==> config.mk <==
export PLATFORM = sky130hd
export DESIGN_NAME = vpya_front
export DESIGN_NICKNAME = d
export VERILOG_FILES = /design/src/hw/rtl/vpya_pkg.sv /design/src/hw/rtl/vpya_front.sv
export SDC_FILE = /design/constraint.sdc
export NUM_CORES = 1
export LEC_CHECK = 0
export BUFFER_PORTS_ARGS = -buffer_cell sky130_fd_sc_hd__clkbuf_2
export CAP_MARGIN = 0
export CORE_MARGIN = 10
export CORE_UTILIZATION = 40
export CTS_BUF_LIST = sky130_fd_sc_hd__clkbuf_2
export DETAILED_ROUTE_END_ITERATION = 12
export HOLD_SLACK_MARGIN = 0.03
export PLACE_DENSITY_LB_ADDON = 0.1
export SLEW_MARGIN = 0
export SYNTH_ARGS = -nofsm -noshare
export SYNTH_HDL_FRONTEND = slang
export SYNTH_SLANG_ARGS = --single-unit
==> constraint.sdc <==
create_clock -name clk_i -period 4.25 [get_ports clk_i]
set_input_delay 1.0625 -clock clk_i [delete_from_list [all_inputs] [get_ports clk_i]]
set_output_delay 1.0625 -clock clk_i [all_outputs]
set_load 0.01 [all_outputs]
==> src/hw/rtl/vpya_pkg.sv <==
`default_nettype none
package vpya_pkg;

  localparam int CoordWidthDef = 32;
  localparam int AngleFracDef  = 16;
  localparam int IntFrac       = 24;
  localparam int CordicSteps   = 28;
  localparam int CordicW       = 60;
  localparam int AngleW        = 36;
  localparam int NormMsb       = 55;
  localparam int NumCoords     = 6;
  localparam int QueueDepth    = 2;
  localparam int GainSplit     = 30;
  localparam logic [GainSplit-1:0] GainInvQ30 = 30'd652032874;
  localparam int Deg90  = 90;
  localparam int Deg180 = 180;
  localparam int Deg270 = 270;
  localparam int Deg360 = 360;

  // atan(2^-i) in degrees, q.24
  function automatic logic signed [AngleW-1:0] atan_q24(input int i);
    logic signed [AngleW-1:0] r;
    case (i)
      0:  r = 36'sd754974720;
      1:  r = 36'sd445687602;
      2:  r = 36'sd235489088;
      3:  r = 36'sd119537938;
      4:  r = 36'sd60000934;
      5:  r = 36'sd30029717;
      6:  r = 36'sd15018523;
      7:  r = 36'sd7509720;
      8:  r = 36'sd3754917;
      9:  r = 36'sd1877466;
      10: r = 36'sd938734;
      11: r = 36'sd469367;
      12: r = 36'sd234684;
      13: r = 36'sd117342;
      14: r = 36'sd58671;
      15: r = 36'sd29335;
      16: r = 36'sd14668;
      17: r = 36'sd7334;
      18: r = 36'sd3667;
      19: r = 36'sd1833;
      20: r = 36'sd917;
      21: r = 36'sd458;
      22: r = 36'sd229;
      23: r = 36'sd115;
      24: r = 36'sd57;
      25: r = 36'sd29;
      26: r = 36'sd14;
      27: r = 36'sd7;
      default: r = '0;
    endcase
    return r;
  endfunction

endpackage
`default_nettype wire

==> src/hw/rtl/vpya_front.sv <==
`default_nettype none
module vpya_front import vpya_pkg::*; #(
  parameter int CoordWidth = CoordWidthDef,
  localparam int DW    = CoordWidth + 1,
  localparam int InW   = ((NumCoords * CoordWidth + 7) / 8) * 8,
  localparam int ItemW = 3 * DW + 1
) (
  input  wire logic             clk_i,
  input  wire logic             rst_ni,
  input  wire logic             s_axis_tvalid_i,
  output logic                  s_axis_tready_o,
  input  wire logic [InW-1:0]   s_axis_tdata_i,
  output logic                  item_vld_o,
  input  wire logic             item_rdy_i,
  output logic [ItemW-1:0]      item_o
);

  logic signed [DW-1:0] dx, dy, dz;
  logic                 degen;
  logic [ItemW-1:0]     item_q;
  logic                 vld_q;
  logic                 take;

  assign dx = DW'(signed'(s_axis_tdata_i[0*CoordWidth +: CoordWidth]))
            - DW'(signed'(s_axis_tdata_i[3*CoordWidth +: CoordWidth]));
  assign dy = DW'(signed'(s_axis_tdata_i[1*CoordWidth +: CoordWidth]))
            - DW'(signed'(s_axis_tdata_i[4*CoordWidth +: CoordWidth]));
  assign dz = DW'(signed'(s_axis_tdata_i[2*CoordWidth +: CoordWidth]))
            - DW'(signed'(s_axis_tdata_i[5*CoordWidth +: CoordWidth]));
  // no horizontal component: yaw undefined, fixed answer
  assign degen = (dx == '0) && (dy == '0);

  assign s_axis_tready_o = !vld_q || item_rdy_i;
  assign take            = s_axis_tvalid_i && s_axis_tready_o;
  assign item_vld_o      = vld_q;
  assign item_o          = item_q;

  always_ff @(posedge clk_i or negedge rst_ni) begin
    if (!rst_ni) begin
      vld_q <= 1'b0;
    end else if (take) begin
      vld_q <= 1'b1;
    end else if (item_rdy_i) begin
      vld_q <= 1'b0;
    end
  end

  always_ff @(posedge clk_i) begin
    if (take) begin
      item_q <= {degen, dz, dy, dx};
    end
  end

endmodule
`default_nettype wire

After elaboration in Yosys (flattened, before gate mapping). Index checks and enable logic that the tools add are counted.

Mux-type cells: 2. Reductions and logical operators: 7. Add/sub/neg operators: 3.

Operators by type and width (number): 32-bit by 32-bit subtractor with 33-bit output (3); 33-bit zero test (2); 1-bit logical AND (2); 1-bit 2-to-1 mux (2); 2-bit nonzero test (1); 1-bit zero test (1); 1-bit logical OR (1).

Input port bits: 196. Word-level logic and storage cells: 14. Output and inout bits: 102. Register bits after elaboration: 101.

Longest topological paths before layout.
Depth after elaboration: 4. Mapped depth: 15. Depth with buffers taken out: 15.

Least setup slack after synthesis. No wires, ideal clock.

Kind: in2reg. Start: input s_axis_tdata_i[32]. End: register item_q[99] (netlist: item_o[99]) (data pin). Buffers on the path: 0. Required time: 4.081 ns. Arrival: 4.053 ns. Library setup time: 0.169 ns. Path slack: 0.028 ns. Stages on the path: 15. Path through: inv_1 -> ha_1 -> fa_1 -> nand2b_1 -> a21oi_1 -> o211ai_2 -> a2111oi_2 -> a311oi_2 -> o21ai_1 -> a31oi_1 -> or4b_1 -> nor4_2 -> nand4_1 -> nor4b_1 -> nor4b_2.

Word-level cells in the longest chain between the ends: 3.

RTL lines: start: declaration (RTL line vpya_front.sv:12) `input wire logic [InW-1:0] s_axis_tdata_i,`; 32-bit by 32-bit subtractor with 33-bit output (RTL line vpya_front.sv:27) `- DW'(signed'(s_axis_tdata_i[4*CoordWidth +: CoordWidth]));`; named net dy[32] (RTL line vpya_front.sv:18) `logic signed [DW-1:0] dx, dy, dz;`; 33-bit zero test (RTL line vpya_front.sv:31) `assign degen = (dx == '0) && (dy == '0);`; 1-bit logical AND (RTL line vpya_front.sv:31); named net degen (RTL line vpya_front.sv:19) `logic degen;`; end signal: assignment (RTL line vpya_front.sv:50) `item_q <= {degen, dz, dy, dx};`; end: declaration (RTL line vpya_front.sv:20) `logic [ItemW-1:0] item_q;`.

The timed path passes the listed nets, and every way through them passes these cells. A chain may end at the register's enable or synchronous reset.

Worst setup path after layout.
Start: input s_axis_tdata_i[32]. End: register item_q[99] (netlist: item_o[99]) (data pin).

Word-level cells in the longest chain between the ends: 3.

RTL lines (RTL line): 32-bit by 32-bit subtractor with 33-bit output (vpya_front.sv:27); 33-bit zero test (vpya_front.sv:31); 1-bit logical AND (vpya_front.sv:31); named net degen (vpya_front.sv:19).

The timed path passes the listed nets, and every way through them passes these cells.

==> metrics.md <==
| Metric | Value |
|---|---|
| Slew at the pin closest to its max-slew limit | 0.7111 ns |
| Setup CP Type | in2reg |
| Worst setup margin | 0.1964 ns |
| Design area | 11740 um2 |
| Gate power share | 43.2% |
| CTS tree | yes |
| H-tree Lvls | 3 |
| Clock-pin transition on the worst setup and hold timing paths | 0.30 ns |
| Final core utilization | 54.13% |
| Die Ht | 168.2 um |
| Maximum buffer depth of the clock tree | 2 |
| IO Pins | 298 |
| Post-synth EDFFs | 100 |
| Met3 Use GR | 3.492% |
| Peak Freq | 0.2467 GHz |
| Cell count after synthesis | 948 |
| Placer Congestion | 0.8799 |
| Aggregate global-route resource usage | 18.71% |
| Top_reg_cell synth | edfxtp_1 |
| Clk Tree Root Cell | clkbuf_2 |
| Int Pwr | 2.139 mW |
| Worst path max stage delay | 0.44 ns |
| Clk_lat worst skew | 0.62 ns |
| Vias per inst | 5.023 |
| Area Growth Syn to Fin | 33.62% |
| Synth cell types | 91 |
| Worst path most repeated cell | nor4b_2 |
| Syn avg cell area | 9.268 um2 |
| Critical Path End Type | register |
| Die area | 28290 um2 |
| Grt peak-use layer | met2 |
| Share of cells above drive strength 1 | 35.43% |
| Slowest-stage cell, CP | or4b_1 |
| Clk pwr share | 17.2% |
| Max-slew violation count | 0 |
| Post-place instance area | 11540 um2 |
| Vias in the first global route | 8522 |
| Ordered list of cells on the worst path | clkbuf_2 -> inv_1 -> ha_1 -> fa_2 -> nand2b_1 -> a21oi_2 -> o211ai_2 -> nand2_1 -> o311a_1 -> nor2_2 -> a2111oi_2 -> buf_4 -> or4b_1 -> nor4_2 -> nand4_1 -> nor4b_2 -> nor4b_2 |
| Fin. Hold Viols | 0 |
| Initial antenna violation count | 3 |
| M2 GR Usage | 31.32% |
| DRC Markers | 0 |
| Setup violators final | 0 |
| Final min period | 4.054 ns |
| Clock Skews | 0.02280 ns |
| VDD IR-drop max | 153.9 uV |
| First-pass detailed-route iteration total | 5 |
| Synthesis Warnings | 0 |
| WL/cell | 16.57 um |
| Net Switching | 1.157 mW |
| First-pass GRT wire length | 43220 um |
| HPWL after detailed placement | 23630 um |
| Leak | 5.837 nW |
| Port Buffers | 297 |
| Peak fanout along the critical path | 3 |
| Routed via count | 8353 |
| Status | completed |
| Final net count | 1670 |
| Cell area after synthesis | 8786 um2 |
| Synthesis-stage register bit count | 101 |
| FFs w/ async S/R, synth | 0.9901% |
| Worst Path Required | 4.73 ns |
| Power density over the cells | 280.8 nW/um2 |
| Total congestion overflow | 0 |
| Sequential share of the synthesized area | 34.46% |
| Pin count of the biggest net entering global routing | 54 |
| Relative slew slack | 52.59% |
| Setup TNS Final | 0 ns |
| Routed wire length | 27550 um |
| Antenna Nets Post-Route | 0 |
| CP startpoint kind | input pin |
| Tot Pwr | 3.296 mW |
| Setup slack after placement | -0.6514 ns |
| Maxcap violations | 0 |
| Syn_nets | 1243 |
| Initial DRC count | 581 |
| CP Data Arrival Time | 4.53 ns |
| Die width | 168.2 um |
| Grt met1 use | 23.50% |
| TritonCTS Buffers | 9 |
| Crit share post-route | 95.38% |
| Switching share of power | 35.12% |
| CTS Sinks | 101 |
| CORE AREA | 21690 um2 |
| Sequential fraction of design power | 39.6% |
| Rows | 54 |
| FF-to-FF path depth | 3 |
| Hold Path Class | in2async |
| Initial Util | 40.51% |
-- repair_timing --
item / 4_1_cts / 5_1_grt
hold buffers: 0 / 0
endpoints found under the setup margin: 0 / 1
gates resized for setup: 0 / 7
setup buffers: 0 / 0
-- worst max-delay path, delay by kind of cell --
family          cells  cell delay [ns]
fa+ha+maj           2             0.58
compound gates      4             0.95
buf+inv             3             0.27
simple gates        8             1.68
-- path summary, 6_finish.rpt --
kind | start | to | slack, ns
hold / removal | rst_ni | item_vld_o | 0.17
max in group asynchronous | rst_ni | item_vld_o | 4.01
setup reg to reg | item_vld_o | item_o[41] | 2.40
min in group clk_i | item_vld_o | item_vld_o | 0.58
hold reg to reg | item_vld_o | item_vld_o | 0.58
setup / recovery | s_axis_tdata_i[32] | item_o[99] | 0.20
-- state kept, by name (all words and copies together), names as in the netlist --
| signal | count |
|---|---|
| item_o | 100 |
| item_vld_o | 1 |
-- cell usage in the layout, fill, tap and decap left out, drive strengths merged, types with 8 or more instances in the layout --
master and count:
ha 96, o31ai 8, a211oi 9, nand4 10, nand2b 10, a21oi 82, xnor2 54, nand2 59
and2 10, nand3 18, inv 133, o21ai 49, edfxtp 100, nor2b 10, xor2 25, nor2 64
nor3 18, a21o 23, buf 135, o21a 15, clkbuf 306, and3 9, o21bai 15
-- routing by layer --
| metal | vias up | routed length, um | part of all wire, % |
|---|---|---|---|
| met5 | - | 0 | 0 |
| met4 | 0 | 575 | 2.1 |
| met3 | 31 | 1697 | 6.2 |
| met2 | 269 | 12950 | 47 |
| met1 | 3752 | 12320 | 45 |
| li1 | 4301 | - | - |
-- cells in the mapped netlist (4+ instances only) --
| library cell | number | area share, % |
|---|---|---|
| inv_1 | 131 | 5.6 |
| edfxtp_1 | 100 | 34 |
| ha_1 | 96 | 14 |
| a21oi_1 | 80 | 4.6 |
| nor2_1 | 63 | 2.7 |
| nand2_1 | 59 | 2.5 |
| xnor2_1 | 54 | 5.4 |
| o21ai_0 | 43 | 2.4 |
| xor2_1 | 25 | 2.5 |
| a21o_1 | 22 | 1.9 |
| nor3_1 | 18 | 1.0 |
| nand3_1 | 17 | 0.97 |
| o21a_1 | 15 | 1.3 |
| o21bai_1 | 14 | 1.2 |
| nand2b_1 | 10 | 0.71 |
| nand4_1 | 10 | 0.71 |
| nor2b_1 | 10 | 0.71 |
| and2_1 | 9 | 0.64 |
| and3_1 | 9 | 0.64 |
| a211oi_1 | 8 | 0.68 |
| o31ai_1 | 7 | 0.60 |
| or3_1 | 7 | 0.50 |
| a31oi_1 | 6 | 0.43 |
| clkbuf_1 | 6 | 0.26 |
| o211ai_1 | 6 | 0.51 |
| a21boi_0 | 5 | 0.43 |
| o2111ai_1 | 5 | 0.50 |
| o21ai_1 | 5 | 0.28 |
| a211o_1 | 4 | 0.40 |
| a31o_2 | 4 | 0.40 |
| nor4_1 | 4 | 0.28 |
| o22ai_1 | 4 | 0.28 |
| o31a_1 | 4 | 0.40 |
-- kinds of logic after synthesis --
family                     synth area share, %
muxes                                   0.2279
adders and majority gates                14.35
AOI/OAI and AO/OA                        21.79
DFF                                      34.46
xor gates and xnor gates                 7.875
buffers and inverters                    6.821
and+or+nand+nor                          14.47
-- per-stage QoR --
step	hold slack (ns)	cells
after floorplan	0.6221	948
after global placement	0.5140	1644
after detailed placement	0.5269	1644
after CTS	0.08671	1660
after global routing	0.08512	1663
final	0.1656	1663
-- final cells by class --
class                           count  area, um2
Timing Repair Buffer              432       2512
Tap cell                          280      350.3
Clock buffer                        9      45.04
Antenna cell                        3      7.507
Inverter                          131      491.7
Fill cell                        2111       9948
Clock inverter                      7      107.6
Multi-Input combinational cell    700       5197
Sequential cell                   101       3028
-- power groups by stage --
| stage | combinational, mW | clock (mW) | sequential [mW] |
|---|---|---|---|
| finish | 1.42 | 0.566 | 1.31 |
| global route | 1.58 | 0.624 | 1.32 |
| CTS | 1.43 | 0.594 | 1.31 |
| detailed placement | 1.42 | 0 | 1.33 |
| global placement | 1.41 | 0 | 1.33 |
| floorplan | 0.772 | 0 | 1.38 |
Note: power is estimated with default switching activity, not from simulation.
