**src/hw/rtl/vpya_pkg.sv**
```systemverilog
`default_nettype none
package vpya_pkg;

  localparam int CoordWidthDef = 32;
  localparam int AngleFracDef  = 16;
  localparam int IntFrac       = 24;
  localparam int CordicSteps   = 28;
  localparam int CordicW       = 60;
  localparam int AngleW        = 36;
  localparam int NormMsb       = 55;
  localparam int NumCoords     = 6;
  localparam int QueueDepth    = 2;
  localparam int GainSplit     = 30;
  localparam logic [GainSplit-1:0] GainInvQ30 = 30'd652032874;
  localparam int Deg90  = 90;
  localparam int Deg180 = 180;
  localparam int Deg270 = 270;
  localparam int Deg360 = 360;

  // atan(2^-i) in degrees, q.24
  function automatic logic signed [AngleW-1:0] atan_q24(input int i);
    logic signed [AngleW-1:0] r;
    case (i)
      0:  r = 36'sd754974720;
      1:  r = 36'sd445687602;
      2:  r = 36'sd235489088;
      3:  r = 36'sd119537938;
      4:  r = 36'sd60000934;
      5:  r = 36'sd30029717;
      6:  r = 36'sd15018523;
      7:  r = 36'sd7509720;
      8:  r = 36'sd3754917;
      9:  r = 36'sd1877466;
      10: r = 36'sd938734;
      11: r = 36'sd469367;
      12: r = 36'sd234684;
      13: r = 36'sd117342;
      14: r = 36'sd58671;
      15: r = 36'sd29335;
      16: r = 36'sd14668;
      17: r = 36'sd7334;
      18: r = 36'sd3667;
      19: r = 36'sd1833;
      20: r = 36'sd917;
      21: r = 36'sd458;
      22: r = 36'sd229;
      23: r = 36'sd115;
      24: r = 36'sd57;
      25: r = 36'sd29;
      26: r = 36'sd14;
      27: r = 36'sd7;
      default: r = '0;
    endcase
    return r;
  endfunction

endpackage
`default_nettype wire

```
**src/hw/rtl/vpya_fifo.sv**
```systemverilog
`default_nettype none
module vpya_fifo import vpya_pkg::*; #(
  parameter int Width = 8,
  parameter int Depth = QueueDepth,
  localparam int PtrW = (Depth > 1) ? $clog2(Depth) : 1,
  localparam int CntW = $clog2(Depth + 1)
) (
  input  wire logic             clk_i,
  input  wire logic             rst_ni,
  input  wire logic             wr_vld_i,
  output logic                  wr_rdy_o,
  input  wire logic [Width-1:0] wr_data_i,
  output logic                  rd_vld_o,
  input  wire logic             rd_rdy_i,
  output logic [Width-1:0]      rd_data_o
);

  logic [Width-1:0] mem_q [Depth];
  logic [PtrW-1:0]  wptr_q, rptr_q;
  logic [CntW-1:0]  count_q;
  logic             push, pop;

  assign wr_rdy_o  = (count_q != CntW'(Depth));
  assign rd_vld_o  = (count_q != '0);
  assign rd_data_o = mem_q[rptr_q];
  assign push      = wr_vld_i && wr_rdy_o;
  assign pop       = rd_vld_o && rd_rdy_i;

  always_ff @(posedge clk_i or negedge rst_ni) begin
    if (!rst_ni) begin
      wptr_q  <= '0;
      rptr_q  <= '0;
      count_q <= '0;
    end else begin
      if (push) begin
        wptr_q <= (wptr_q == PtrW'(Depth - 1)) ? '0 : wptr_q + 1'b1;
      end
      if (pop) begin
        rptr_q <= (rptr_q == PtrW'(Depth - 1)) ? '0 : rptr_q + 1'b1;
      end
      if (push && !pop) begin
        count_q <= count_q + 1'b1;
      end else if (pop && !push) begin
        count_q <= count_q - 1'b1;
      end
    end
  end

  always_ff @(posedge clk_i) begin
    if (push) begin
      mem_q[wptr_q] <= wr_data_i;
    end
  end

  a_count_bound: assert property (@(posedge clk_i) disable iff (!rst_ni)
    count_q <= CntW'(Depth)) else $error("queue overfilled");

  a_count_inc: assert property (@(posedge clk_i) disable iff (!rst_ni)
    (push && !pop) |=> count_q == $past(count_q) + 1'b1) else $error("lost push");

  a_fall_through: assert property (@(posedge clk_i) disable iff (!rst_ni)
    (push && count_q == '0) |=> rd_data_o == $past(wr_data_i))
    else $error("empty queue did not present pushed item");

endmodule
`default_nettype wire

```
**config.mk**
```make
export PLATFORM = sky130hd
export DESIGN_NAME = vpya_fifo
export DESIGN_NICKNAME = d
export VERILOG_FILES = /design/src/hw/rtl/vpya_pkg.sv /design/src/hw/rtl/vpya_fifo.sv
export SDC_FILE = /design/constraint.sdc
export NUM_CORES = 1
export LEC_CHECK = 0
export BUFFER_PORTS_ARGS = -buffer_cell sky130_fd_sc_hd__buf_2
export CAP_MARGIN = 10
export CELL_PAD_IN_SITES_DETAIL_PLACEMENT = 0
export CELL_PAD_IN_SITES_GLOBAL_PLACEMENT = 1
export CORE_MARGIN = 2
export CORE_UTILIZATION = 43
export CTS_BUF_LIST = sky130_fd_sc_hd__clkbuf_4 sky130_fd_sc_hd__clkbuf_8
export CTS_CLUSTER_SIZE = 30
export DETAILED_ROUTE_END_ITERATION = 7
export PLACE_DENSITY = 0.86
export SLEW_MARGIN = 10
export SYNTH_ARGS = -nofsm -noshare
export SYNTH_HDL_FRONTEND = slang
export SYNTH_SLANG_ARGS = --single-unit
```
**constraint.sdc**
```tcl
create_clock -name clk_i -period 1.81 [get_ports clk_i]
set_clock_uncertainty 0.2 [all_clocks]
set_input_delay 0.0905 -clock clk_i [delete_from_list [all_inputs] [get_ports clk_i]]
set_output_delay 0.0905 -clock clk_i [all_outputs]
set_load 0.05 [all_outputs]
```
======== Word level (Yosys, flattened, before mapping) ========
Memories as Yosys holds them, arrays and structs flattened.
Index checks and enable logic that the tools add are counted.
storage, ports and cells
  flip-flop bits (word level) ............. 4
  output and inout port bits .............. 10
  memories kept ........................... 1
  bits of input ports ..................... 12
  word-level logic and storage cells ...... 23
  memory bits (writable) .................. 16
cells by class
  reduce and logical (&&, ||, !) cells .... 8
  add/sub/neg operators ................... 4
  multiplexer cells ....................... 6
  eq/ne operators ......................... 1
memories
  name   depth  bits a word  rd ports  clocked after memory_dff  write ports  line             RTL
  mem_q  2      8            1         0                         1            vpya_fifo.sv:18  logic [Width-1:0] mem_q [Depth];
operators by type and width
  cell                                               number
  logical AND 1 bit                                  4
  2-to-1 mux 1 bit                                   4
  2-to-1 mux 2 bit                                   2
  nonzero test 2 bit                                 2
  adder 1 bit (second input constant)                2
  adder 2 x 1 -> 2 bit (second input constant)       1
  zero test 1 bit                                    2
  inequality test 2 bit (second input constant)      1
  subtractor 2 x 1 -> 2 bit (second input constant)  1

======== Depth between registers and ports, before layout ========
Gate-level depths: netlist of run 1.
  depth after elaboration ................. 6
  mapped depth ............................ 7

======== Worst setup path before layout of run 1 ========
No wires, ideal clock.
  kind .................................... register to register
  start point ............................. reg count_q[0]
  end point ............................... mem mem_q[0][0], enable pin
  setup slack ............................. 109 ps
  arrival ................................. 1,131 ps
  data required time ...................... 1,240 ps
  clock period less this slack ............ 1,701 ps
  stages on the path, launching flop included .. 4
  cells stage by stage .................... dfrtp_1 -> nand2b_4 -> nand2_1 -> nor2_1
between the ends
  word-level cells in the longest chain between the ends .. 4
RTL lines
  what                                    line             RTL
  start, declared                         vpya_fifo.sv:20  logic [CntW-1:0] count_q;
  start signal, assigned                  vpya_fifo.sv:42  count_q <= count_q + 1'b1;
  start signal, assigned                  vpya_fifo.sv:44  count_q <= count_q - 1'b1;
  inequality test 2 bit                   vpya_fifo.sv:23  assign wr_rdy_o = (count_q != CntW'(Depth));
  via wr_rdy_o                            vpya_fifo.sv:11  output logic wr_rdy_o,
  logical AND 1 bit                       vpya_fifo.sv:26  assign push = wr_vld_i && wr_rdy_o;
  2-to-1 mux 1 bit                        vpya_fifo.sv:50  if (push) begin
  2-to-1 mux 1 bit (implied by the code)  vpya_fifo.sv:51  mem_q[wptr_q] <= wr_data_i;
  end, declared                           vpya_fifo.sv:18
The timed path passes the listed nets, and every way through them passes these cells.

======== Final worst setup path of run 1 ========
  start point ............................. reg rptr_q
  end point ............................... out rd_data_o[0]
between the ends
  word-level cells in the longest chain between the ends .. 1
RTL lines
  what                    line             RTL
  start, declared         vpya_fifo.sv:19  logic [PtrW-1:0] wptr_q, rptr_q;
  start signal, assigned  vpya_fifo.sv:39  rptr_q <= (rptr_q == PtrW'(Depth - 1)) ? '0 : rptr_q + 1'b1;
  memory (2 x 8 bit)      n/a
  end, declared           vpya_fifo.sv:15  output logic [Width-1:0] rd_data_o
No other way between the ends.

==> results of run 1 <==
sequential cells by signal, indices dropped and copies added, names as in the netlist:
signal   flops
mem_q       16
wptr_q       1
rptr_q       1
count_q      2
kinds of logic (layout without fill, tap and decap cells):
kind of cell             after synthesis  after routing  share of synthesized area, %
XOR/XNOR                               5              5                          5.57
multiplexers                           8              8                          11.4
buffers and inverters                  2             40                          1.11
AND/OR/NAND/NOR                        7              7                          6.52
flip-flops                            20             20                          73.8
adder cells (fa/ha/maj)                1              1                          1.59
power by group through the flow:
stage	clock network (mW)	logic (mW)	registers, mW
after floorplan	0	0.720	0.700
after global routing	0.224	0.923	0.760
after CTS	0.207	0.875	0.743
final	0.197	0.863	0.745
after global placement	0	0.835	0.746
after detailed placement	0	0.855	0.752
worst max-delay path, delay by kind of cell (launching register included):
kind     cells  cell delay, ns
buf+inv      1            0.21
mux          1            0.37
flops        1            0.51
what timing repair did:
action,in CTS,in global routing
resized for setup,0,1
endpoints found under the hold margin,22,0
endpoints found under the setup margin,0,8
hold buffers,12,0
cell type report:
| type | instances | area share [%] |
|---|---|---|
| inverter | 1 | 0.347 |
| tap | 25 | 2.89 |
| sequential | 20 | 53.8 |
| clock buffer | 3 | 2.08 |
| multi-input combinational | 21 | 18.3 |
| timing repair buffer | 35 | 22.2 |
| clock inverter | 1 | 0.347 |
placed cells by master (no fill, tap or decap):
master	count
and3_1	1
buf_2	21
buf_4	2
clkbuf_4	3
clkinv_1	1
dfrtp_1	3
dfrtp_2	1
dlygate4sd3_1	12
edfxtp_1	16
ha_1	1
inv_1	1
mux2_2	8
nand2_1	1
nand2_4	1
nand2b_4	1
nor2_1	2
or2_4	1
xnor2_1	3
xor2_1	2
stage by stage:
step / instances / setup WS (ns) / instance area (sq um)
floorplan: 43 / 0.109 / 787
global placement: 90 / 0.247 / 933
detailed placement: 90 / 0.135 / 933
CTS: 106 / 0.0164 / 1080
global route: 106 / 0.00267 / 1080
finish: 106 / 0.143 / 1080
final timing paths:
kind,to,slack [ns],depth (start not counted)
setup / recovery,rd_data_o[0],0.14,2
hold / removal,wptr_q$_DFFE_PN0N_,0.31,1
setup reg to reg,count_q[1]$_DFFE_PN0P_,0.15,7
hold reg to reg,wptr_q$_DFFE_PN0N_,0.31,1
max in group asynchronous,rptr_q$_DFFE_PN0P_,0.74,3
min in group asynchronous,wptr_q$_DFFE_PN0N_,0.49,3
per-layer routing:
metal / GRT usage, % / share of wire, %
met1: 13.7 / 39
met2: 21.1 / 55
met3: 3.46 / 3.9
met4: 10.0 / 2.1
met5: 0 / 0
==> key figures, run 1 <==
Timing
  • Worst slew margin: 74.7%
  • Part of the cycle the worst path needs: just over 90%
  • Slew at the pin with the worst max-slew slack: around 0.38 ns
  • RSZ-0062 raised after global routing: false
  • Worst hold slack: 0.308 ns
  • Max Slew Vio Count: 0
  • Final setup viols: 0
  • Final setup TNS: 0 ns
  • Tmin final: 1.67 ns
  • Top achievable clock speed: between 0.6 and 0.7 GHz
  • Final hold vios: 0

Pwr
  • Worst IR Drop VDD: 0.991 mV
  • Cell internal power dissipation: 1.03 mW
  • Overall Power: 1.81 mW
  • Part of the power in the clock network: 10.9%
  • Flop pwr share: 41.3%
  • Static Leak: 0.443 nW
  • Power per cell area: 1670 nW/um^2
  • Comb pwr share: 47.8%
  • Switching share of power: 42.9%
  • Net Switching: 0.774 mW

Floorplan
  • Row count: 15
  • Die height: 46.8 microns
  • Starting Density: 45.6%
  • IO Count: 22
  • Core area: approximately 1700 sq um
  • Die span in x: roughly 47 microns
  • Die area: around 2200 sq um

Cells and area
  • Fillers: roughly 150
  • Post-layout util: between 60% and 70%
  • Multi-input combinational cell area: 198 sq um
  • Area Growth Syn to Fin: 37.4%
  • Layout cells sized above 1: ~47%
  • Diode count: 0
  • Nets: 95
  • FF/Latch Area: between 500 and 600 sq um

Logic synthesis
  • Synth cell count leaders: 16 x edfxtp_1, 8 x mux2_2, 4 x dfrtp_1
  • Syn Nets: 56
  • Synth top area cells: edfxtp_1 61%, dfrtp_1 13%, mux2_2 11%
  • Seq/Total Area, Yosys: 73.8%
  • Count leader, synth: edfxtp_1
  • Number of synthesized flops with an enable pin: 16
  • Yosys cell types: 14
  • Asr flop ratio synth: 20.0%
  • Synthesized cell area: 787 sq um
  • Mapped Cells: 43
  • Synth Warn #: 0
  • Synth area leader: edfxtp_1
  • Post-synth top area share: 61.0%
  • Main flop type after synthesis: edfxtp_1
  • Post-synthesis area per instance: between 15 and 20 sq um
  • Flops & latches, synth: 20

Global route
  • Number of global-route vias before repair: between 400 and 500
  • Overall global routing resource usage: 12.7%
  • Largest net degree at the start of global routing: 12
  • Total grt overflow: 0
  • First-pass GRT wire length: between 1.5 and 2 mm
  • Initial antenna violation count: 0

Setup path
  • Worst setup path startpoint: rptr_q$_DFFE_PN0P_
  • Cells along the critical path: mux2_2 -> buf_2
  • CP max stage cell: dfrtp_2
  • CP max FO: 9
  • Startpoint Class: register
  • Worst r2r src: count_q[0]$_DFFE_PN0P_
  • CP Class: register to output port
  • Crit end category: output port
  • Data arrival, critical path: approximately 1.4 ns
  • Crit path largest cell delay: approximately 0.5 ns
  • Req. time, crit path: around 1.5 ns

Route
  • Via count: 474
  • Initial DRC Count: 4
  • Vias per cell: 4.47
  • ANT nets after route: 0
  • Post-Route WL: between 1 and 1.5 mm
  • DR pass1 iterations: 2
  • DR DRC count: 0
  • Routed len/inst: 11.1 microns

CTS
  • Setup bufs post-CTS: 0
  • Root buffer cell: clkbuf_4
  • Worst skew pair latency: 0.28 ns
  • CTS Buffer Depth: 2
  • CTS tree: yes
  • Clk slew on worst S/H paths: 0.10 ns
  • H-tree depth: 1
  • Total clock sinks: 20
  • CTS Buf Count: 3

Placement
  • Input/output buffers: 21
  • HPWL after DPL: ~850 microns
  • GP Congestion: 0.697

Outcome
  • Status: finished, final reports clean

Min path
  • Worst Hold Class: register to register
  • Hold_sp: wptr_q$_DFFE_PN0N_

Job
  • Max-Cap Viols: 0
Note: power is estimated with default switching activity, not from simulation.
==> run 2, diff against run 1 <==
--- a/config.mk
+++ b/config.mk
@@ -14,6 +14,7 @@
 export CTS_BUF_LIST = sky130_fd_sc_hd__clkbuf_4 sky130_fd_sc_hd__clkbuf_8
 export CTS_CLUSTER_SIZE = 30
 export DETAILED_ROUTE_END_ITERATION = 7
+export MAX_ROUTING_LAYER = met4
 export PLACE_DENSITY = 0.86
 export SLEW_MARGIN = 10
 export SYNTH_ARGS = -nofsm -noshare
==> constraint.sdc (replaced) <==
create_clock -name clk_i -period 1.8 [get_ports clk_i]
set_clock_uncertainty 0.2 [all_clocks]
set_input_delay 0.09 -clock clk_i [delete_from_list [all_inputs] [get_ports clk_i]]
set_output_delay 0.09 -clock clk_i [all_outputs]
set_load 0.05 [all_outputs]
==> run 2 against run 1 <==
Die area stayed put. Design area is 0.23% higher. Sequential cell count stayed put. Critical path depth stayed put. Highest routed layer unchanged. Non-clock buffer count stayed put. Combinational power is 1% higher. Largest power group unchanged.
==> key figures, run 2 (synthesis gave the netlist of run 1 again) <==
Floorplan
  • Die area: 2190 sq um
  • Die span in x: 46.8 microns
  • Core area: around 1700 sq um
  • Row count: 15
  • IO Count: 22
  • Die height: 46.8 microns
  • Starting Density: 45.6%

Placement
  • HPWL after DPL: between 800 and 900 microns
  • GP Congestion: 0.705
  • Input/output buffers: 21

Timing
  • Final setup viols: 0
  • RSZ-0062 raised after global routing: false
  • Tmin final: 1.67 ns
  • Worst hold slack: 0.307 ns
  • Final setup TNS: 0 ns
  • Slew at the pin with the worst max-slew slack: 0.380 ns
  • Worst slew margin: 74.7%
  • Max Slew Vio Count: 0
  • Top achievable clock speed: between 0.6 and 0.7 GHz
  • Part of the cycle the worst path needs: between 90% and 100%
  • Final hold vios: 0

CTS
  • H-tree depth: 1
  • CTS Buffer Depth: 2
  • Setup bufs post-CTS: 0
  • Total clock sinks: 20
  • Worst skew pair latency: 0.28 ns
  • CTS Buf Count: 3
  • CTS tree: yes
  • Root buffer cell: clkbuf_4
  • Clk slew on worst S/H paths: 0.10 ns

Min path
  • Hold_sp: wptr_q$_DFFE_PN0N_
  • Worst Hold Class: register to register
  • Hold Path Sink: wptr_q$_DFFE_PN0N_
  • Hold Path Stages: 1

Setup path
  • CP max FO: 9
  • Req. time, crit path: 1.51 ns
  • Flop2flop setup slack: 0.18 ns
  • CP bufs+invs: 1
  • Startpoint Class: register
  • Cells along the critical path: mux2_2 -> buf_2
  • CP max stage cell: dfrtp_2
  • Data arrival, critical path: 1.38 ns
  • Reg-to-reg critical path endpoint: count_q[1]$_DFFE_PN0P_
  • Crit end category: output port
  • Worst r2r src: count_q[0]$_DFFE_PN0P_
  • Crit path largest cell delay: roughly 0.51 ns
  • R2R depth: 7
  • Crit path max-delay family: flip-flops
  • CP Class: register to output port

Pwr
  • Overall Power: approximately 1.8 mW
  • Power per cell area: between 1500 and 2000 nW/um^2
  • Worst IR Drop VDD: 1.00 mV
  • Static Leak: 0.443 nW

Route
  • Initial DRC Count: 4
  • DR DRC count: 0
  • Post-Route WL: ~1.2 mm
  • Via count: between 400 and 500
  • DR pass1 iterations: 2
  • Vias per cell: 4.47
  • Routed len/inst: 11.1 microns
  • ANT nets after route: 0

Global route
  • Initial antenna violation count: 0
  • Overall global routing resource usage: 13.2%
  • First-pass GRT wire length: around 1.8 mm
  • Total grt overflow: 0
  • Largest net degree at the start of global routing: 12
  • Number of global-route vias before repair: 420

Cells and area
  • Nets: between 90 and 100
  • Layout cells sized above 1: 48.1%
  • Diode count: 0
  • Fillers: 151
  • Commonest non-fill, non-tap cell in the layout: buf_2
  • Largest regs: mem_q x16, count_q x2
  • Largest Register: mem_q
  • Most frequent cells in the layout: 21 x buf_2, 16 x edfxtp_1, 12 x dlygate4sd3_1, 8 x mux2_2
  • Area Growth Syn to Fin: 37.7%
  • Max reg flops: 16

Job
  • Max-Cap Viols: 0

Outcome
  • Status: finished, final reports clean
run 2: cell counts in the layout (fill, tap and decap cells not counted):
Identical to the previous run, type by type.
run 2: what timing repair did:
| item | 4_1_cts | 5_1_grt |
|---|---|---|
| endpoints found under the setup margin | 0 | 9 |
| resized for setup | 0 | 2 |
| hold buffers | 12 | 0 |
| hold endpoints to repair | 22 | 0 |
run 2: worst max path at each step:
| stage | endpoint | slack [ns] | cells past startpoint | start |
|---|---|---|---|---|
| floorplan | mem_q[0][0]$_DFFE_PP_ | 0.1 | 3 | count_q[0]$_DFFE_PN0P_ |
| global placement | count_q[1]$_DFFE_PN0P_ | 0.24 | 6 | count_q[0]$_DFFE_PN0P_ |
| detailed placement | count_q[1]$_DFFE_PN0P_ | 0.12 | 7 | count_q[0]$_DFFE_PN0P_ |
| CTS | rd_data_o[0] | 0.007 | 2 | rptr_q$_DFFE_PN0P_ |
| global route | count_q[1]$_DFFE_PN0P_ | 0.04 | 7 | count_q[0]$_DFFE_PN0P_ |
| finish | rd_data_o[0] | 0.13 | 2 | rptr_q$_DFFE_PN0P_ |
run 2: worst register-to-register path, delay by kind of cell, from the launching register on:
family,cells,cell delay (ns)
flip-flops,1,0.43
AND/OR/NAND/NOR,3,0.37
XOR/XNOR,2,0.30
adder cells (fa/ha/maj),1,0.18
buffers and inverters,1,0.05
run 2: cell type report:
type	count	area (sq um)	area share, %
clock buffers	3	22.5	2.08
clock inverters	1	3.75	0.346
inverters	1	3.75	0.346
multi-input cells	21	200	18.5
flip-flops and latches	20	582	53.7
well taps	25	31.3	2.89
repair buffers	35	240	22.2
run 2: metal layers:
| metal | wire length (microns) | GRT usage [%] | vias up |
|---|---|---|---|
| li1 | - | - | 231 |
| met1 | 457 | 13.7 | 230 |
| met2 | 649 | 21.1 | 11 |
| met3 | 42 | 3.46 | 2 |
| met4 | 25 | 10.0 | 0 |
| met5 | 0 | - | - |
run 2: through the flow:
stage / area [sq um] / utilization (%) / instances / setup slack, ns
floorplan: 787 / - / 43 / 0.0991
global placement: 933 / 54.1 / 90 / 0.237
finish: 1080 / 62.8 / 106 / 0.134
detailed placement: 933 / 54.1 / 90 / 0.125
global route: 1080 / 62.8 / 106 / 0.0415
CTS: 1080 / 62.5 / 106 / 0.00687
run 2: power breakdown:
group	internal [mW]	switching, mW
combinational	0.309	0.562
clock	0.0804	0.118
sequential	0.649	0.100
==> run 3, diff against run 2 <==
--- a/config.mk
+++ b/config.mk
@@ -5,17 +5,18 @@
 export SDC_FILE = /design/constraint.sdc
 export NUM_CORES = 1
 export LEC_CHECK = 0
+export ABC_AREA = 1
 export BUFFER_PORTS_ARGS = -buffer_cell sky130_fd_sc_hd__buf_2
 export CAP_MARGIN = 10
 export CELL_PAD_IN_SITES_DETAIL_PLACEMENT = 0
 export CELL_PAD_IN_SITES_GLOBAL_PLACEMENT = 1
 export CORE_MARGIN = 2
-export CORE_UTILIZATION = 43
+export CORE_UTILIZATION = 41
 export CTS_BUF_LIST = sky130_fd_sc_hd__clkbuf_4 sky130_fd_sc_hd__clkbuf_8
 export CTS_CLUSTER_SIZE = 30
 export DETAILED_ROUTE_END_ITERATION = 7
 export MAX_ROUTING_LAYER = met4
-export PLACE_DENSITY = 0.86
+export PLACE_DENSITY = 0.87
 export SLEW_MARGIN = 10
 export SYNTH_ARGS = -nofsm -noshare
 export SYNTH_HDL_FRONTEND = slang
==> run 3 against run 2 <==
Total power increased by 6.6%. Worst hold slack improved by 0.017 ns. Synthesized area increased by 5.1%. Non-clock buffer count unchanged. Combinational power increased by 13%. Critical endpoint is now rd_data_o[5]. Count of clock-buffer cells in the layout increased by 1. Clock power increased by 11%. Sequential cell count unchanged. Cell count increased by 27%.
==> key figures, run 3 <==
Outcome
  • Status: finished, final reports clean

Pwr
  • Switching share of power: 48.1%
  • Overall Power: 1.94 mW
  • Power per cell area: 1730 nW/um^2
  • Part of the power in the clock network: 11.4%
  • Static Leak: 0.522 nW
  • Net Switching: 0.933 mW
  • Cell internal power dissipation: 1.01 mW
  • Worst IR Drop VDD: 0.865 mV
  • Comb pwr share: 50.9%
  • Flop pwr share: 37.8%

Timing
  • Worst slew margin: 74.4%
  • Max Slew Vio Count: 0
  • Tmin final: 1.64 ns
  • Setup ws final: 0.160 ns
  • Top achievable clock speed: about 0.61 GHz
  • Part of the cycle the worst path needs: 91.1%
  • RSZ-0062 raised after global routing: false
  • Final hold vios: 0
  • Slew at the pin with the worst max-slew slack: 0.384 ns
  • Final setup viols: 0
  • Final setup TNS: 0 ns

Logic synthesis
  • Synth cell count leaders: 30 x nand2_1, 16 x edfxtp_1, 4 x dfrtp_1, 4 x inv_1, 3 x inv_2
  • Synth top area cells: edfxtp_1 58%, nand2_1 14%, dfrtp_1 12%
  • Yosys cell types: 14
  • Post-synth top area share: 58.1%
  • Main flop type after synthesis: edfxtp_1
  • Synth Warn #: 0
  • Syn Nets: 83
  • Seq/Total Area, Yosys: 70.2%
  • Mapped Cells: 70
  • Synthesized cell area: 827 sq um
  • Count leader, synth: nand2_1
  • Flops & latches, synth: 20
  • Number of synthesized flops with an enable pin: 16
  • Synth area leader: edfxtp_1
  • Asr flop ratio synth: 20.0%
  • Post-synthesis area per instance: 11.8 sq um

Global route
  • Largest net degree at the start of global routing: 12
  • Total grt overflow: 0
  • Number of global-route vias before repair: 577
  • Overall global routing resource usage: 13.7%
  • First-pass GRT wire length: 2.37 mm
  • Initial antenna violation count: 0

Route
  • DR DRC count: 0
  • ANT nets after route: 0
  • Initial DRC Count: 1
  • Routed len/inst: 10.2 microns
  • Post-Route WL: about 1.4 mm
  • DR pass1 iterations: 4
  • Vias per cell: around 4.3
  • Via count: 586

Cells and area
  • Fillers: between 150 and 200
  • Diode count: 0
  • Layout cells sized above 1: ~32%
  • Area Growth Syn to Fin: 35.7%
  • Nets: ~120
  • Commonest non-fill, non-tap cell in the layout: nand2_1
  • Largest regs: mem_q x16, count_q x2
  • Design area: 1120 sq um
  • Most frequent cells in the layout: 30 x nand2_1, 21 x buf_2, 16 x edfxtp_1, 12 x dlygate4sd3_1
  • Largest Register: mem_q
  • Max reg flops: 16

CTS
  • H-tree depth: 1
  • Setup bufs post-CTS: 0
  • Worst skew pair latency: roughly 0.28 ns
  • Total clock sinks: 20
  • CTS Buffer Depth: 2
  • Clk slew on worst S/H paths: 0.10 ns
  • Root buffer cell: clkbuf_4
  • CTS Buf Count: 3
  • CTS tree: yes

Floorplan
  • Row count: 16
  • Core area: 1920 sq um
  • Die span in x: 48.9 microns
  • Starting Density: 43.0%
  • Die height: 48.9 microns
  • IO Count: 22
  • Die area: between 2000 and 2500 sq um

Setup path
  • Startpoint Class: register
  • Req. time, crit path: 1.51 ns
  • CP max FO: 10
  • CP Class: register to output port
  • Data arrival, critical path: around 1.4 ns
  • Crit end category: output port

Placement
  • GP Congestion: 0.718
  • HPWL after DPL: 927 microns
  • Input/output buffers: 21
  • Placement Setup Slack: 0.243 ns
  • Placed cell area: 970 sq um

Job
  • Max-Cap Viols: 0

Min path
  • Worst Hold Class: input pin to register
-- run 3: changes by cell type after synthesis, sizes merged --
| cell | delta |
|---|---|
| inv | +6 |
| nand2b | -1 |
| nand4 | +1 |
| xnor2 | -2 |
| nand3 | +2 |
| and3 | -1 |
| or2 | -1 |
| mux2 | -8 |
| xor2 | -1 |
| nand2 | +32 |
-- run 3: layout make-up --
type,count,area (sq um),area share [%]
Sequential cell,20,581,51.7
Clock buffer,4,30.0,2.68
Inverter,7,28.8,2.56
Multi-Input combinational cell,42,209,18.6
Tap cell,27,33.8,3.01
Timing Repair Buffer,35,240,21.4
-- run 3: power by group through the flow --
| stage | Sequential [mW] | Combinational, mW | Clock, mW |
|---|---|---|---|
| after global placement | 0.736 | 0.951 | 0 |
| after global routing | 0.753 | 1.07 | 0.247 |
| final | 0.733 | 0.986 | 0.220 |
| after CTS | 0.729 | 0.988 | 0.227 |
| after detailed placement | 0.740 | 0.967 | 0 |
| after floorplan | 0.702 | 0.802 | 0 |
-- run 3: routing by layer --
layer | global-route usage [%] | vias to the layer above | share of wire, %
li1 | - | 300 | -
met3 | 2.76 | 2 | 2.8
met2 | 23.3 | 16 | 51
met4 | 7.14 | 0 | 1.4
met5 | - | - | 0
met1 | 15.1 | 268 | 45
-- run 3: cells by family after synthesis --
group	Yosys count	share of synthesized area [%]
buffers and inverters	8	4.54
XOR/XNOR	2	3.03
adder cells (fa/ha/maj)	1	1.51
flip-flops	20	70.2
AND/OR/NAND/NOR	39	20.7
-- run 3: worst max-delay path, stage by stage (launching register included) --
cell and delay, ns:
dfrtp_1 0.53, inv_4 0.17, nand2_1 0.06, nand2_1 0.05, buf_2 0.25
-- run 3: final timing paths --
| check | from | endpoint | slack, ns | depth (start not counted) |
|---|---|---|---|---|
| max | rptr_q$_DFFE_PN0P_ | rd_data_o[5] | 0.16 | 4 |
| min | wr_data_i[1] | mem_q[1][1]$_DFFE_PP_ | 0.32 | 2 |
| max reg2reg | count_q[0]$_DFFE_PN0P_ | count_q[1]$_DFFE_PN0P_ | 0.22 | 9 |
| min reg2reg | count_q[0]$_DFFE_PN0P_ | count_q[0]$_DFFE_PN0P_ | 0.32 | 1 |
| max in group asynchronous | rst_ni | rptr_q$_DFFE_PN0P_ | 0.73 | 3 |
| min in group asynchronous | rst_ni | count_q[0]$_DFFE_PN0P_ | 0.49 | 3 |
-- run 3: repair_timing --
action | 4_1_cts | 5_1_grt
endpoints found under the setup margin | 0 | 4
hold buffers | 12 | 0
resized for setup | 0 | 1
hold endpoints to repair | 22 | 0
-- run 3: stage by stage --
step	utilization [%]	instances	hold slack, ns
after floorplan	-	70	-0.406
after global placement	50.5	119	-0.297
after detailed placement	50.5	119	-0.296
after CTS	58.3	135	0.315
after global routing	58.4	135	0.306
final	58.4	135	0.323
